==> config.mk <==
export PLATFORM = sky130hd
export DESIGN_NAME = box_dimension_template_matcher
export DESIGN_NICKNAME = d
export VERILOG_FILES = /design/src/hw/rtl/bdtm_pkg.sv /design/src/hw/rtl/box_dimension_template_matcher.sv /design/src/hw/rtl/bdtm_accum.sv /design/src/hw/rtl/bdtm_score.sv /design/src/hw/rtl/bdtm_select.sv
export SDC_FILE = /design/constraint.sdc
export NUM_CORES = 2
export LEC_CHECK = 0
export ABC_AREA = 1
export BUFFER_PORTS_ARGS = -buffer_cell sky130_fd_sc_hd__buf_2
export CAP_MARGIN = 10
export CORE_ASPECT_RATIO = 0.9
export CORE_MARGIN = 4
export CORE_UTILIZATION = 60
export DETAILED_ROUTE_END_ITERATION = 8
export GPL_TIMING_DRIVEN = 1
export HOLD_SLACK_MARGIN = 0.05
export PLACE_DENSITY = 0.87
export SYNTH_ARGS = -nofsm -noshare
export SYNTH_HDL_FRONTEND = slang
export SYNTH_HIERARCHICAL = 1
export SYNTH_SLANG_ARGS = --single-unit
==> constraint.sdc <==
create_clock -name clock -period 26.7 [get_ports clock]
set_clock_uncertainty 0.15 [all_clocks]
set_input_delay 4.005 -clock clock [delete_from_list [all_inputs] [get_ports clock]]
set_output_delay 4.005 -clock clock [all_outputs]
set_load 0.005 [all_outputs]
==> src/hw/rtl/bdtm_pkg.sv <==
// Shared types, constants and helper functions of the box dimension template matcher.
// Used by every module of the block; depends on nothing else.
package bdtm_pkg;

   localparam int COORD_BITS     = 16;
   localparam int MAX_CLUSTERS   = 256;
   localparam int EXT_BITS       = 16;
   localparam int COUNT_BITS     = 24;
   localparam int CLUSTER_BITS   = 8;
   localparam int PROD_BITS      = 32;
   localparam int SCORE_BITS     = 34;
   localparam int CSR_INDEX_BITS = 3;
   localparam int CSR_DATA_BITS  = 16;

   localparam int EXT_MAX       = (1 << EXT_BITS) - 1;
   localparam int CLUSTER_LIMIT = (MAX_CLUSTERS - 1 > 255) ? 255 : (MAX_CLUSTERS - 1);

   localparam logic [COUNT_BITS-1:0]    COUNT_MAX     = '1;
   localparam logic [CSR_DATA_BITS-1:0] EXP_SMALL_RST = 16'd160;
   localparam logic [CSR_DATA_BITS-1:0] EXP_MID_RST   = 16'd850;
   localparam logic [CSR_DATA_BITS-1:0] EXP_LARGE_RST = 16'd1000;
   localparam logic [CSR_DATA_BITS-1:0] FAC_SMALL_RST = 16'd655;
   localparam logic [CSR_DATA_BITS-1:0] FAC_MID_RST   = 16'd393;
   localparam logic [CSR_DATA_BITS-1:0] FAC_LARGE_RST = 16'd655;

   typedef logic signed [COORD_BITS-1:0] coord_type;

   localparam coord_type COORD_MAX = {1'b0, {(COORD_BITS-1){1'b1}}};
   localparam coord_type COORD_MIN = {1'b1, {(COORD_BITS-1){1'b0}}};

   typedef enum logic [CSR_INDEX_BITS-1:0] {
      CSR_TARGET_SMALL  = 3'd0,
      CSR_TARGET_MIDDLE = 3'd1,
      CSR_TARGET_LARGE  = 3'd2,
      CSR_FACTOR_SMALL  = 3'd3,
      CSR_FACTOR_MIDDLE = 3'd4,
      CSR_FACTOR_LARGE  = 3'd5
   } csr_index_type;

   typedef struct packed {
      coord_type coord_x;
      coord_type coord_y;
      coord_type coord_z;
      logic      last_in_cluster;
      logic      last_in_set;
   } req_data_type;

   typedef struct packed {
      logic [CLUSTER_BITS-1:0] cluster_number;
      logic [COUNT_BITS-1:0]   point_count;
      logic [EXT_BITS-1:0]     extent_small;
      logic [EXT_BITS-1:0]     extent_middle;
      logic [EXT_BITS-1:0]     extent_large;
      logic [SCORE_BITS-1:0]   match_score;
      logic [CLUSTER_BITS-1:0] best_cluster;
      logic [SCORE_BITS-1:0]   best_score;
      logic                    set_done;
   } rsp_data_type;

   typedef struct packed {
      logic [CSR_DATA_BITS-1:0] target_small;
      logic [CSR_DATA_BITS-1:0] target_middle;
      logic [CSR_DATA_BITS-1:0] target_large;
      logic [CSR_DATA_BITS-1:0] factor_small;
      logic [CSR_DATA_BITS-1:0] factor_middle;
      logic [CSR_DATA_BITS-1:0] factor_large;
   } cfg_type;

   // Final bounding box corners of one cluster.
   typedef struct packed {
      logic [CLUSTER_BITS-1:0] cluster_number;
      logic [COUNT_BITS-1:0]   point_count;
      coord_type [2:0]         low_corner;
      coord_type [2:0]         high_corner;
      logic                    set_done;
   } corner_beat_type;

   typedef struct packed {
      logic [CLUSTER_BITS-1:0]      cluster_number;
      logic [COUNT_BITS-1:0]        point_count;
      logic [2:0][EXT_BITS-1:0]     extent;
      logic                         set_done;
   } extent_beat_type;

   typedef struct packed {
      extent_beat_type              info;
      logic [2:0][PROD_BITS-1:0]    product;
   } product_beat_type;

   typedef struct packed {
      extent_beat_type              info;
      logic [SCORE_BITS-1:0]        score;
   } score_beat_type;

   // Extent along one axis, saturated to the extent field.
   function automatic logic [EXT_BITS-1:0] axis_extent(coord_type low, coord_type high);
      logic [COORD_BITS:0] diff;
      diff = (COORD_BITS+1)'($signed(high)) - (COORD_BITS+1)'($signed(low));
      if (diff > (COORD_BITS+1)'(EXT_MAX)) begin
         return EXT_BITS'(EXT_MAX);
      end
      return EXT_BITS'(diff);
   endfunction

   // |extent - expected| times a Q0.16 factor.
   function automatic logic [PROD_BITS-1:0] weighted_error(logic [EXT_BITS-1:0] ext,
                                                          logic [CSR_DATA_BITS-1:0] expected,
                                                          logic [CSR_DATA_BITS-1:0] factor);
      logic [EXT_BITS-1:0] d;
      d = (ext >= expected) ? (ext - expected) : (expected - ext);
      return PROD_BITS'(d) * PROD_BITS'(factor);
   endfunction

endpackage

==> src/hw/rtl/box_dimension_template_matcher.sv <==
// Box dimension template matcher: point stream in, one scored box per cluster out.
// Uses bdtm_pkg, bdtm_accum, bdtm_score and bdtm_select.
//
// Usage: points enter on the req_ channel, one beat per point, with flags for the
// last point of a cluster and the last cluster of a set. Each cluster end yields
// one rsp_ beat with the sorted box extents, the cluster score and the best
// cluster of the set so far; set_done marks the beat whose best is final.
// Points that do not end a cluster give no result.
// Throughput is one point per clock while req_stall is low. The result of a cluster
// passes through these registers in order before it can be taken on rsp_: input
// register, corner capture, extent, sort, weighted error multiply, sum, and the
// compare in the result register.
// A stall on rsp_ holds the result register; the stages behind it fill their
// empty slots first, then req_stall rises. Ordinary points keep flowing while
// only their accumulator is touched.
// The csr_ port writes the expected extents and factors; it is always ready and
// is meant to be written while no point is in flight. Synchronous reset loads
// the default box, clears the corners, counts and best-cluster state.
module box_dimension_template_matcher (
   input  logic                                   clock,
   input  logic                                   reset,
   input  logic                                   req_valid,
   output logic                                   req_stall,
   input  bdtm_pkg::req_data_type                 req_data,
   output logic                                   rsp_valid,
   input  logic                                   rsp_stall,
   output bdtm_pkg::rsp_data_type                 rsp_data,
   input  logic                                   csr_valid,
   output logic                                   csr_ready,
   input  logic [bdtm_pkg::CSR_INDEX_BITS-1:0]    csr_index,
   input  logic [bdtm_pkg::CSR_DATA_BITS-1:0]     csr_data
);
   import bdtm_pkg::*;

   cfg_type         cfg_ff;
   corner_beat_type corner_data;
   score_beat_type  score_data;
   logic            corner_valid, corner_ready;
   logic            score_valid, score_ready;

   assign csr_ready = 1'b1;

   always_ff @(posedge clock) begin
      if (reset) begin
         cfg_ff.target_small  <= EXP_SMALL_RST;
         cfg_ff.target_middle <= EXP_MID_RST;
         cfg_ff.target_large  <= EXP_LARGE_RST;
         cfg_ff.factor_small  <= FAC_SMALL_RST;
         cfg_ff.factor_middle <= FAC_MID_RST;
         cfg_ff.factor_large  <= FAC_LARGE_RST;
      end else if (csr_valid && csr_ready) begin
         case (csr_index)
            CSR_TARGET_SMALL:  cfg_ff.target_small  <= csr_data;
            CSR_TARGET_MIDDLE: cfg_ff.target_middle <= csr_data;
            CSR_TARGET_LARGE:  cfg_ff.target_large  <= csr_data;
            CSR_FACTOR_SMALL:  cfg_ff.factor_small  <= csr_data;
            CSR_FACTOR_MIDDLE: cfg_ff.factor_middle <= csr_data;
            CSR_FACTOR_LARGE:  cfg_ff.factor_large  <= csr_data;
            default: begin
            end
         endcase
      end
   end

   bdtm_accum u_accum (
      .clock        (clock),
      .reset        (reset),
      .req_valid    (req_valid),
      .req_stall    (req_stall),
      .req_data     (req_data),
      .corner_valid (corner_valid),
      .corner_ready (corner_ready),
      .corner_data  (corner_data)
   );

   bdtm_score u_score (
      .clock        (clock),
      .reset        (reset),
      .cfg          (cfg_ff),
      .corner_valid (corner_valid),
      .corner_ready (corner_ready),
      .corner_data  (corner_data),
      .score_valid  (score_valid),
      .score_ready  (score_ready),
      .score_data   (score_data)
   );

   bdtm_select u_select (
      .clock       (clock),
      .reset       (reset),
      .score_valid (score_valid),
      .score_ready (score_ready),
      .score_data  (score_data),
      .rsp_valid   (rsp_valid),
      .rsp_stall   (rsp_stall),
      .rsp_data    (rsp_data)
   );

   // The best score of a set can never exceed the score just reported.
   a_best_not_worse: assert property (@(posedge clock) disable iff (reset)
      rsp_valid |-> (rsp_data.best_score <= rsp_data.match_score))
      else $error("best score above current cluster score");

   // Extents leave the sort stage in ascending order.
   a_extents_sorted: assert property (@(posedge clock) disable iff (reset)
      rsp_valid |-> ((rsp_data.extent_small <= rsp_data.extent_middle)
                  && (rsp_data.extent_middle <= rsp_data.extent_large)))
      else $error("extents out of order");

   // The best cluster is never later in the set than the one being reported.
   a_best_index: assert property (@(posedge clock) disable iff (reset)
      rsp_valid |-> (rsp_data.best_cluster <= rsp_data.cluster_number))
      else $error("best cluster index ahead of current cluster");

endmodule

==> src/hw/rtl/bdtm_accum.sv <==
// Input register and per-cluster bounding box accumulator of the box matcher.
// Depends on bdtm_pkg; hands one corner beat per finished cluster to bdtm_score.
module bdtm_accum (
   input  logic                      clock,
   input  logic                      reset,
   input  logic                      req_valid,
   output logic                      req_stall,
   input  bdtm_pkg::req_data_type    req_data,
   output logic                      corner_valid,
   input  logic                      corner_ready,
   output bdtm_pkg::corner_beat_type corner_data
);
   import bdtm_pkg::*;

   logic                    in_valid_ff, in_valid_in;
   req_data_type            in_data_ff;
   coord_type               low_ff  [3];
   coord_type               high_ff [3];
   coord_type               low_in  [3];
   coord_type               high_in [3];
   coord_type               coord   [3];
   logic [COUNT_BITS-1:0]   count_ff, count_in, count_next;
   logic [CLUSTER_BITS-1:0] cluster_ff, cluster_in;
   logic                    corner_valid_ff, corner_valid_in;
   corner_beat_type         corner_data_ff, corner_data_in;
   logic                    accept, consume, close, corner_free;

   assign coord[0] = in_data_ff.coord_x;
   assign coord[1] = in_data_ff.coord_y;
   assign coord[2] = in_data_ff.coord_z;

   // A point that ends a cluster waits until the corner register is free.
   assign corner_free = !corner_valid_ff || corner_ready;
   assign consume     = in_valid_ff && (!in_data_ff.last_in_cluster || corner_free);
   assign close       = consume && in_data_ff.last_in_cluster;
   assign req_stall   = in_valid_ff && !consume;
   assign accept      = req_valid && !req_stall;
   assign in_valid_in = accept || (in_valid_ff && !consume);

   assign count_next = (count_ff == COUNT_MAX) ? count_ff : (count_ff + 1'b1);

   always_comb begin
      for (int k = 0; k < 3; k++) begin
         low_in[k]  = ($signed(coord[k]) < $signed(low_ff[k]))  ? coord[k] : low_ff[k];
         high_in[k] = ($signed(coord[k]) > $signed(high_ff[k])) ? coord[k] : high_ff[k];
      end

      corner_data_in.cluster_number = cluster_ff;
      corner_data_in.point_count    = count_next;
      for (int k = 0; k < 3; k++) begin
         corner_data_in.low_corner[k]  = low_in[k];
         corner_data_in.high_corner[k] = high_in[k];
      end
      corner_data_in.set_done = in_data_ff.last_in_set;

      count_in   = count_next;
      cluster_in = cluster_ff;
      if (close) begin
         count_in = '0;
         if (in_data_ff.last_in_set) begin
            cluster_in = '0;
         end else if (cluster_ff < CLUSTER_BITS'(CLUSTER_LIMIT)) begin
            cluster_in = cluster_ff + 1'b1;
         end
      end

      corner_valid_in = close ? 1'b1 : (corner_ready ? 1'b0 : corner_valid_ff);
   end

   always_ff @(posedge clock) begin
      if (reset) begin
         in_valid_ff     <= 1'b0;
         corner_valid_ff <= 1'b0;
         count_ff        <= '0;
         cluster_ff      <= '0;
         for (int k = 0; k < 3; k++) begin
            low_ff[k]  <= COORD_MAX;
            high_ff[k] <= COORD_MIN;
         end
      end else begin
         in_valid_ff     <= in_valid_in;
         corner_valid_ff <= corner_valid_in;
         if (consume) begin
            count_ff   <= count_in;
            cluster_ff <= cluster_in;
            for (int k = 0; k < 3; k++) begin
               low_ff[k]  <= close ? COORD_MAX : low_in[k];
               high_ff[k] <= close ? COORD_MIN : high_in[k];
            end
         end
      end
   end

   always_ff @(posedge clock) begin
      if (accept) begin
         in_data_ff <= req_data;
      end
      if (close) begin
         corner_data_ff <= corner_data_in;
      end
   end

   assign corner_valid = corner_valid_ff;
   assign corner_data  = corner_data_ff;

endmodule

==> src/hw/rtl/bdtm_score.sv <==
// Extent, sort, weighted error and sum stages of the box matcher.
// Depends on bdtm_pkg; takes corner beats from bdtm_accum, feeds bdtm_select.
module bdtm_score (
   input  logic                      clock,
   input  logic                      reset,
   input  bdtm_pkg::cfg_type         cfg,
   input  logic                      corner_valid,
   output logic                      corner_ready,
   input  bdtm_pkg::corner_beat_type corner_data,
   output logic                      score_valid,
   input  logic                      score_ready,
   output bdtm_pkg::score_beat_type  score_data
);
   import bdtm_pkg::*;

   logic             ext_valid_ff, sort_valid_ff, prod_valid_ff, sum_valid_ff;
   extent_beat_type  ext_ff, ext_in, sort_ff, sort_in;
   product_beat_type prod_ff, prod_in;
   score_beat_type   sum_ff, sum_in;
   logic             ext_rdy, sort_rdy, prod_rdy, sum_rdy;
   logic [EXT_BITS-1:0] swap;

   // Each stage moves on when it is empty or its successor moves on.
   assign sum_rdy      = !sum_valid_ff  || score_ready;
   assign prod_rdy     = !prod_valid_ff || sum_rdy;
   assign sort_rdy     = !sort_valid_ff || prod_rdy;
   assign ext_rdy      = !ext_valid_ff  || sort_rdy;
   assign corner_ready = ext_rdy;

   always_comb begin
      ext_in.cluster_number = corner_data.cluster_number;
      ext_in.point_count    = corner_data.point_count;
      ext_in.set_done       = corner_data.set_done;
      for (int k = 0; k < 3; k++) begin
         ext_in.extent[k] = axis_extent(corner_data.low_corner[k],
                                        corner_data.high_corner[k]);
      end
   end

   // Three compare-exchange steps put the extents in ascending order.
   always_comb begin
      swap    = '0;
      sort_in = ext_ff;
      if (sort_in.extent[0] > sort_in.extent[1]) begin
         swap              = sort_in.extent[0];
         sort_in.extent[0] = sort_in.extent[1];
         sort_in.extent[1] = swap;
      end
      if (sort_in.extent[1] > sort_in.extent[2]) begin
         swap              = sort_in.extent[1];
         sort_in.extent[1] = sort_in.extent[2];
         sort_in.extent[2] = swap;
      end
      if (sort_in.extent[0] > sort_in.extent[1]) begin
         swap              = sort_in.extent[0];
         sort_in.extent[0] = sort_in.extent[1];
         sort_in.extent[1] = swap;
      end
   end

   always_comb begin
      prod_in.info       = sort_ff;
      prod_in.product[0] = weighted_error(sort_ff.extent[0], cfg.target_small,
                                          cfg.factor_small);
      prod_in.product[1] = weighted_error(sort_ff.extent[1], cfg.target_middle,
                                          cfg.factor_middle);
      prod_in.product[2] = weighted_error(sort_ff.extent[2], cfg.target_large,
                                          cfg.factor_large);
   end

   always_comb begin
      sum_in.info  = prod_ff.info;
      sum_in.score = SCORE_BITS'(prod_ff.product[0]) + SCORE_BITS'(prod_ff.product[1])
                   + SCORE_BITS'(prod_ff.product[2]);
   end

   always_ff @(posedge clock) begin
      if (reset) begin
         ext_valid_ff  <= 1'b0;
         sort_valid_ff <= 1'b0;
         prod_valid_ff <= 1'b0;
         sum_valid_ff  <= 1'b0;
      end else begin
         if (ext_rdy) begin
            ext_valid_ff <= corner_valid;
         end
         if (sort_rdy) begin
            sort_valid_ff <= ext_valid_ff;
         end
         if (prod_rdy) begin
            prod_valid_ff <= sort_valid_ff;
         end
         if (sum_rdy) begin
            sum_valid_ff <= prod_valid_ff;
         end
      end
   end

   always_ff @(posedge clock) begin
      if (ext_rdy) begin
         ext_ff <= ext_in;
      end
      if (sort_rdy) begin
         sort_ff <= sort_in;
      end
      if (prod_rdy) begin
         prod_ff <= prod_in;
      end
      if (sum_rdy) begin
         sum_ff <= sum_in;
      end
   end

   assign score_valid = sum_valid_ff;
   assign score_data  = sum_ff;

endmodule

==> src/hw/rtl/bdtm_select.sv <==
// Best-cluster tracking and result register of the box matcher.
// Depends on bdtm_pkg; takes score beats from bdtm_score and drives the rsp_ channel.
module bdtm_select (
   input  logic                     clock,
   input  logic                     reset,
   input  logic                     score_valid,
   output logic                     score_ready,
   input  bdtm_pkg::score_beat_type score_data,
   output logic                     rsp_valid,
   input  logic                     rsp_stall,
   output bdtm_pkg::rsp_data_type   rsp_data
);
   import bdtm_pkg::*;

   logic                    out_valid_ff;
   rsp_data_type            out_data_ff, out_data_in;
   logic                    have_best_ff;
   logic [CLUSTER_BITS-1:0] best_index_ff, best_index_in;
   logic [SCORE_BITS-1:0]   best_value_ff, best_value_in;
   logic                    load, take, better;

   assign load        = !out_valid_ff || !rsp_stall;
   assign score_ready = load;
   assign take        = load && score_valid;

   // Ties keep the earlier cluster.
   assign better        = !have_best_ff || (score_data.score < best_value_ff);
   assign best_index_in = better ? score_data.info.cluster_number : best_index_ff;
   assign best_value_in = better ? score_data.score : best_value_ff;

   always_comb begin
      out_data_in.cluster_number = score_data.info.cluster_number;
      out_data_in.point_count    = score_data.info.point_count;
      out_data_in.extent_small   = score_data.info.extent[0];
      out_data_in.extent_middle  = score_data.info.extent[1];
      out_data_in.extent_large   = score_data.info.extent[2];
      out_data_in.match_score    = score_data.score;
      out_data_in.best_cluster   = best_index_in;
      out_data_in.best_score     = best_value_in;
      out_data_in.set_done       = score_data.info.set_done;
   end

   always_ff @(posedge clock) begin
      if (reset) begin
         out_valid_ff  <= 1'b0;
         have_best_ff  <= 1'b0;
         best_index_ff <= '0;
         best_value_ff <= '0;
      end else begin
         if (load) begin
            out_valid_ff <= score_valid;
         end
         if (take) begin
            if (score_data.info.set_done) begin
               have_best_ff  <= 1'b0;
               best_index_ff <= '0;
               best_value_ff <= '0;
            end else begin
               have_best_ff  <= 1'b1;
               best_index_ff <= best_index_in;
               best_value_ff <= best_value_in;
            end
         end
      end
   end

   always_ff @(posedge clock) begin
      if (take) begin
         out_data_ff <= out_data_in;
      end
   end

   assign rsp_valid = out_valid_ff;
   assign rsp_data  = out_data_ff;

endmodule

==> impl_metrics.py <==
metrics = {
    "run_status": {
        "outcome": "complete, no violations",
    },
    "synthesis": {
        "syn_nets": 10260,
        "synth_cells": 8903,
        "ys_ff_latch": 1064,
        "ys_warn_count": 6,
        "syn_avg_cell_area_sq_um": 9.012,
        "yosys.area.top_type": "edfxtp_1",
        "synth_cell_type_count": 58,
        "synth_edf_count": 886,
        "synth_area_leaders": "edfxtp_1 (33%), fa_1 (16%), ha_1 (10%), nand2_1 (8.5%), inv_1 (7.3%)",
        "synth_top_flop_cell": "edfxtp_1",
        "synthesis.area_sq_um": 80230,
        "yosysSeqAreaShare_pct": 37.60,
        "synth.top_cell.area_share_pct": 33.16,
        "synthArstFlopShare_pct": 0,
    },
    "cts": {
        "root_buffer": "clkbuf_16",
        "clk_latency_ns": 0.76,
        "h-tree-depth": 3,
        "cts_hold_buf": 0,
        "cts_buffer_depth": 3,
        "clk_pin_slew_worst_paths_ns": 0.07,
        "cts_made_buffers": 105,
        "clock_sinks": 1064,
        "postCtsSetupBuffers": 0,
        "cts_resized": 0,
        "cts_tree": "built",
    },
    "timing": {
        "finalMaxSlewViolations": 0,
        "rsz0062_at_grt": "false",
        "setup_viol": 0,
        "fin_crit_sh_pct": 40.04,
        "setup_tns_ns": 0,
        "hold_violations": 0,
        "maxSlewHeadroom_pct": 22.76,
        "tightestPinTransition_ns": 1.159,
        "max_freq_mhz": 93.53,
        "fin_crit_ns": 10.69,
    },
    "die": {
        "die_area_sq_um": 139600,
        "start_util_pct": 60.33,
        "core_area_sq_um": 133000,
        "die_w_um": 393.5,
        "ios": 234,
        "num_rows": 127,
        "die_h_um": 354.9,
    },
    "global_routing": {
        "grt_first_pass_wirelength_um": 341600,
        "grt_max_degree": 97,
        "track_usage_pct": 31.06,
        "grt-ovfl-total": 0,
        "grt_antenna_before_repair": 10,
        "grt_pass1_vias": 61920,
    },
    "finish": {
        "seq_area_sq_um": 30170,
        "multi_input_area_sq_um": 42830,
        "final_common_cell": "nand2_1",
        "final_nets": 10410,
        "areaGrowthSynthToFinish_pct": 7.449,
        "nFillCells": 10460,
        "drive_above_1_share_pct": 7.091,
        "final_cell_mix": "nand2_1 (1,816), inv_1 (1,559), edfxtp_1 (886), nor2_1 (836), nand3_1 (753)",
        "final_util_pct": 64.82,
    },
    "setup_path": {
        "crit_chain": "buf_2 -> nand2_1 -> nor2_1 -> inv_4 -> nor2_1 -> inv_6 -> nor2_1 -> nand2_4 -> nor2_1 -> nand3_1 -> inv_1 -> buf_2",
        "path_class": "in -> out",
        "path_max_fanout": 67,
        "cp-start-kind": "input port",
        "endpoint_kind": "primary output",
        "crit_top_cell": "nor2_1",
        "crit_required_ns": 22.55,
        "crit_arrival_ns": 6.54,
        "cp_slowest_stage_delay_ns": 0.37,
        "slowest_stage": "nor2_1",
    },
    "drt": {
        "wire_per_inst_um": 20.05,
        "ant_nets": 0,
        "viasPerCell": 5.726,
        "routed_wl_um": 218200,
        "drt_iter0_markers": 6666,
        "first_pass_iters": 7,
        "route.vias.total": 62310,
        "drc": 0,
    },
    "flow_run": {
        "drv_cap": 0,
    },
    "placement": {
        "place_hpwl_um": 168500,
        "gp_congestion": 1.008,
        "portBuffers": 232,
    },
    "hold_path": {
        "min_path_type": "reg -> reg",
    },
}
==> registers in the layout, summed over array words and instances (netlist names), 8 cells and up <==
| name | count |
|---|---|
| cfg_ff | 96 |
| u_accum/cluster_ff | 8 |
| u_accum/coord | 48 |
| u_accum/corner_data | 129 |
| u_accum/count_ff | 24 |
| u_accum/high_ff | 48 |
| u_accum/low_ff | 48 |
| u_score/ext_ff | 81 |
| u_score/prod_ff | 177 |
| u_score/prod_in | 81 |
| u_score/score_data | 115 |
| u_select/best_index_ff | 8 |
| u_select/best_value_ff | 34 |
| u_select/rsp_data | 157 |
==> critical path, delay by kind of cell <==
kind,cells,cell delay [ns]
buffers and inverters,5,0.88
and+or+nand+nor,7,1.62
==> cell usage after synthesis, drive strengths merged (5+ instances only) <==
cell type  count
nand2       1913
inv         1604
edfxtp       886
nor2         879
nand3        765
ha           660
fa           624
a21oi        411
o21ai        221
dfxtp        178
xor2         143
buf          130
nand4         92
clkbuf        89
nor3          67
xnor2         51
and2          48
o21bai        37
a21o          36
clkinv        12
a31oi          8
nand3b         8
nor4           8
o21a           7
or2            7
a21boi         5
==> logic make-up after synthesis <==
kind of cell	count (synthesis)	share of synthesized area, %
and+or+nand+nor	3792	20.38
buffers and inverters	1835	9.051
adders and majority gates	1284	25.86
DFF	1064	37.60
AOI/OAI and AO/OA	733	4.979
xor gates and xnor gates	194	2.118
other	1	0.004674
==> stage by stage <==
| step | cell area (sq um) | hold WS [ns] | instances | setup slack (ns) |
|---|---|---|---|---|
| 2_1_floorplan | 80230 | 0.2503 | 8903 | 9.986 |
| 3_3_place_gp | 82630 | 0.2508 | 10680 | 16.06 |
| 3_5_place_dp | 82630 | 0.2545 | 10680 | 16.03 |
| 4_1_cts | 86200 | 0.2543 | 10880 | 16.01 |
| 5_1_grt | 86210 | 0.2625 | 10880 | 15.72 |
| 6_report | 86210 | 0.2601 | 10880 | 16.01 |
==> cell type report <==
| class | instances | area share, % |
|---|---|---|
| multi-input cells | 6004 | 49.68 |
| clock inverters | 65 | 0.9056 |
| flip-flops and latches | 1064 | 34.99 |
| repair buffers | 259 | 1.582 |
| clock buffers | 130 | 3.241 |
| diodes | 3 | 0.008708 |
| inverters | 1616 | 7.061 |
| well taps | 1741 | 2.527 |
==> path summary, 6_finish.rpt <==
path                            start                  end  slack [ns]  depth (start not counted)
min reg2reg  u_accum/corner_data[100]   u_score/ext_ff[52]        0.26                          0
max reg2reg      u_score/prod_in[129]  u_score/prod_ff[94]       17.89                         35
max                         rsp_stall            req_stall       16.01                         12
min          u_accum/corner_data[100]   u_score/ext_ff[52]        0.26                          0
==> per-layer routing <==
metal	wire (um)	global-route usage, %
met1	86870	41.26
met2	101300	50.64
met3	20450	6.187
met4	9545	12.21
met5	37	0
Power is not shown: default switching activity piles up to over one toggle a cycle in this logic, so the estimate is an artifact.
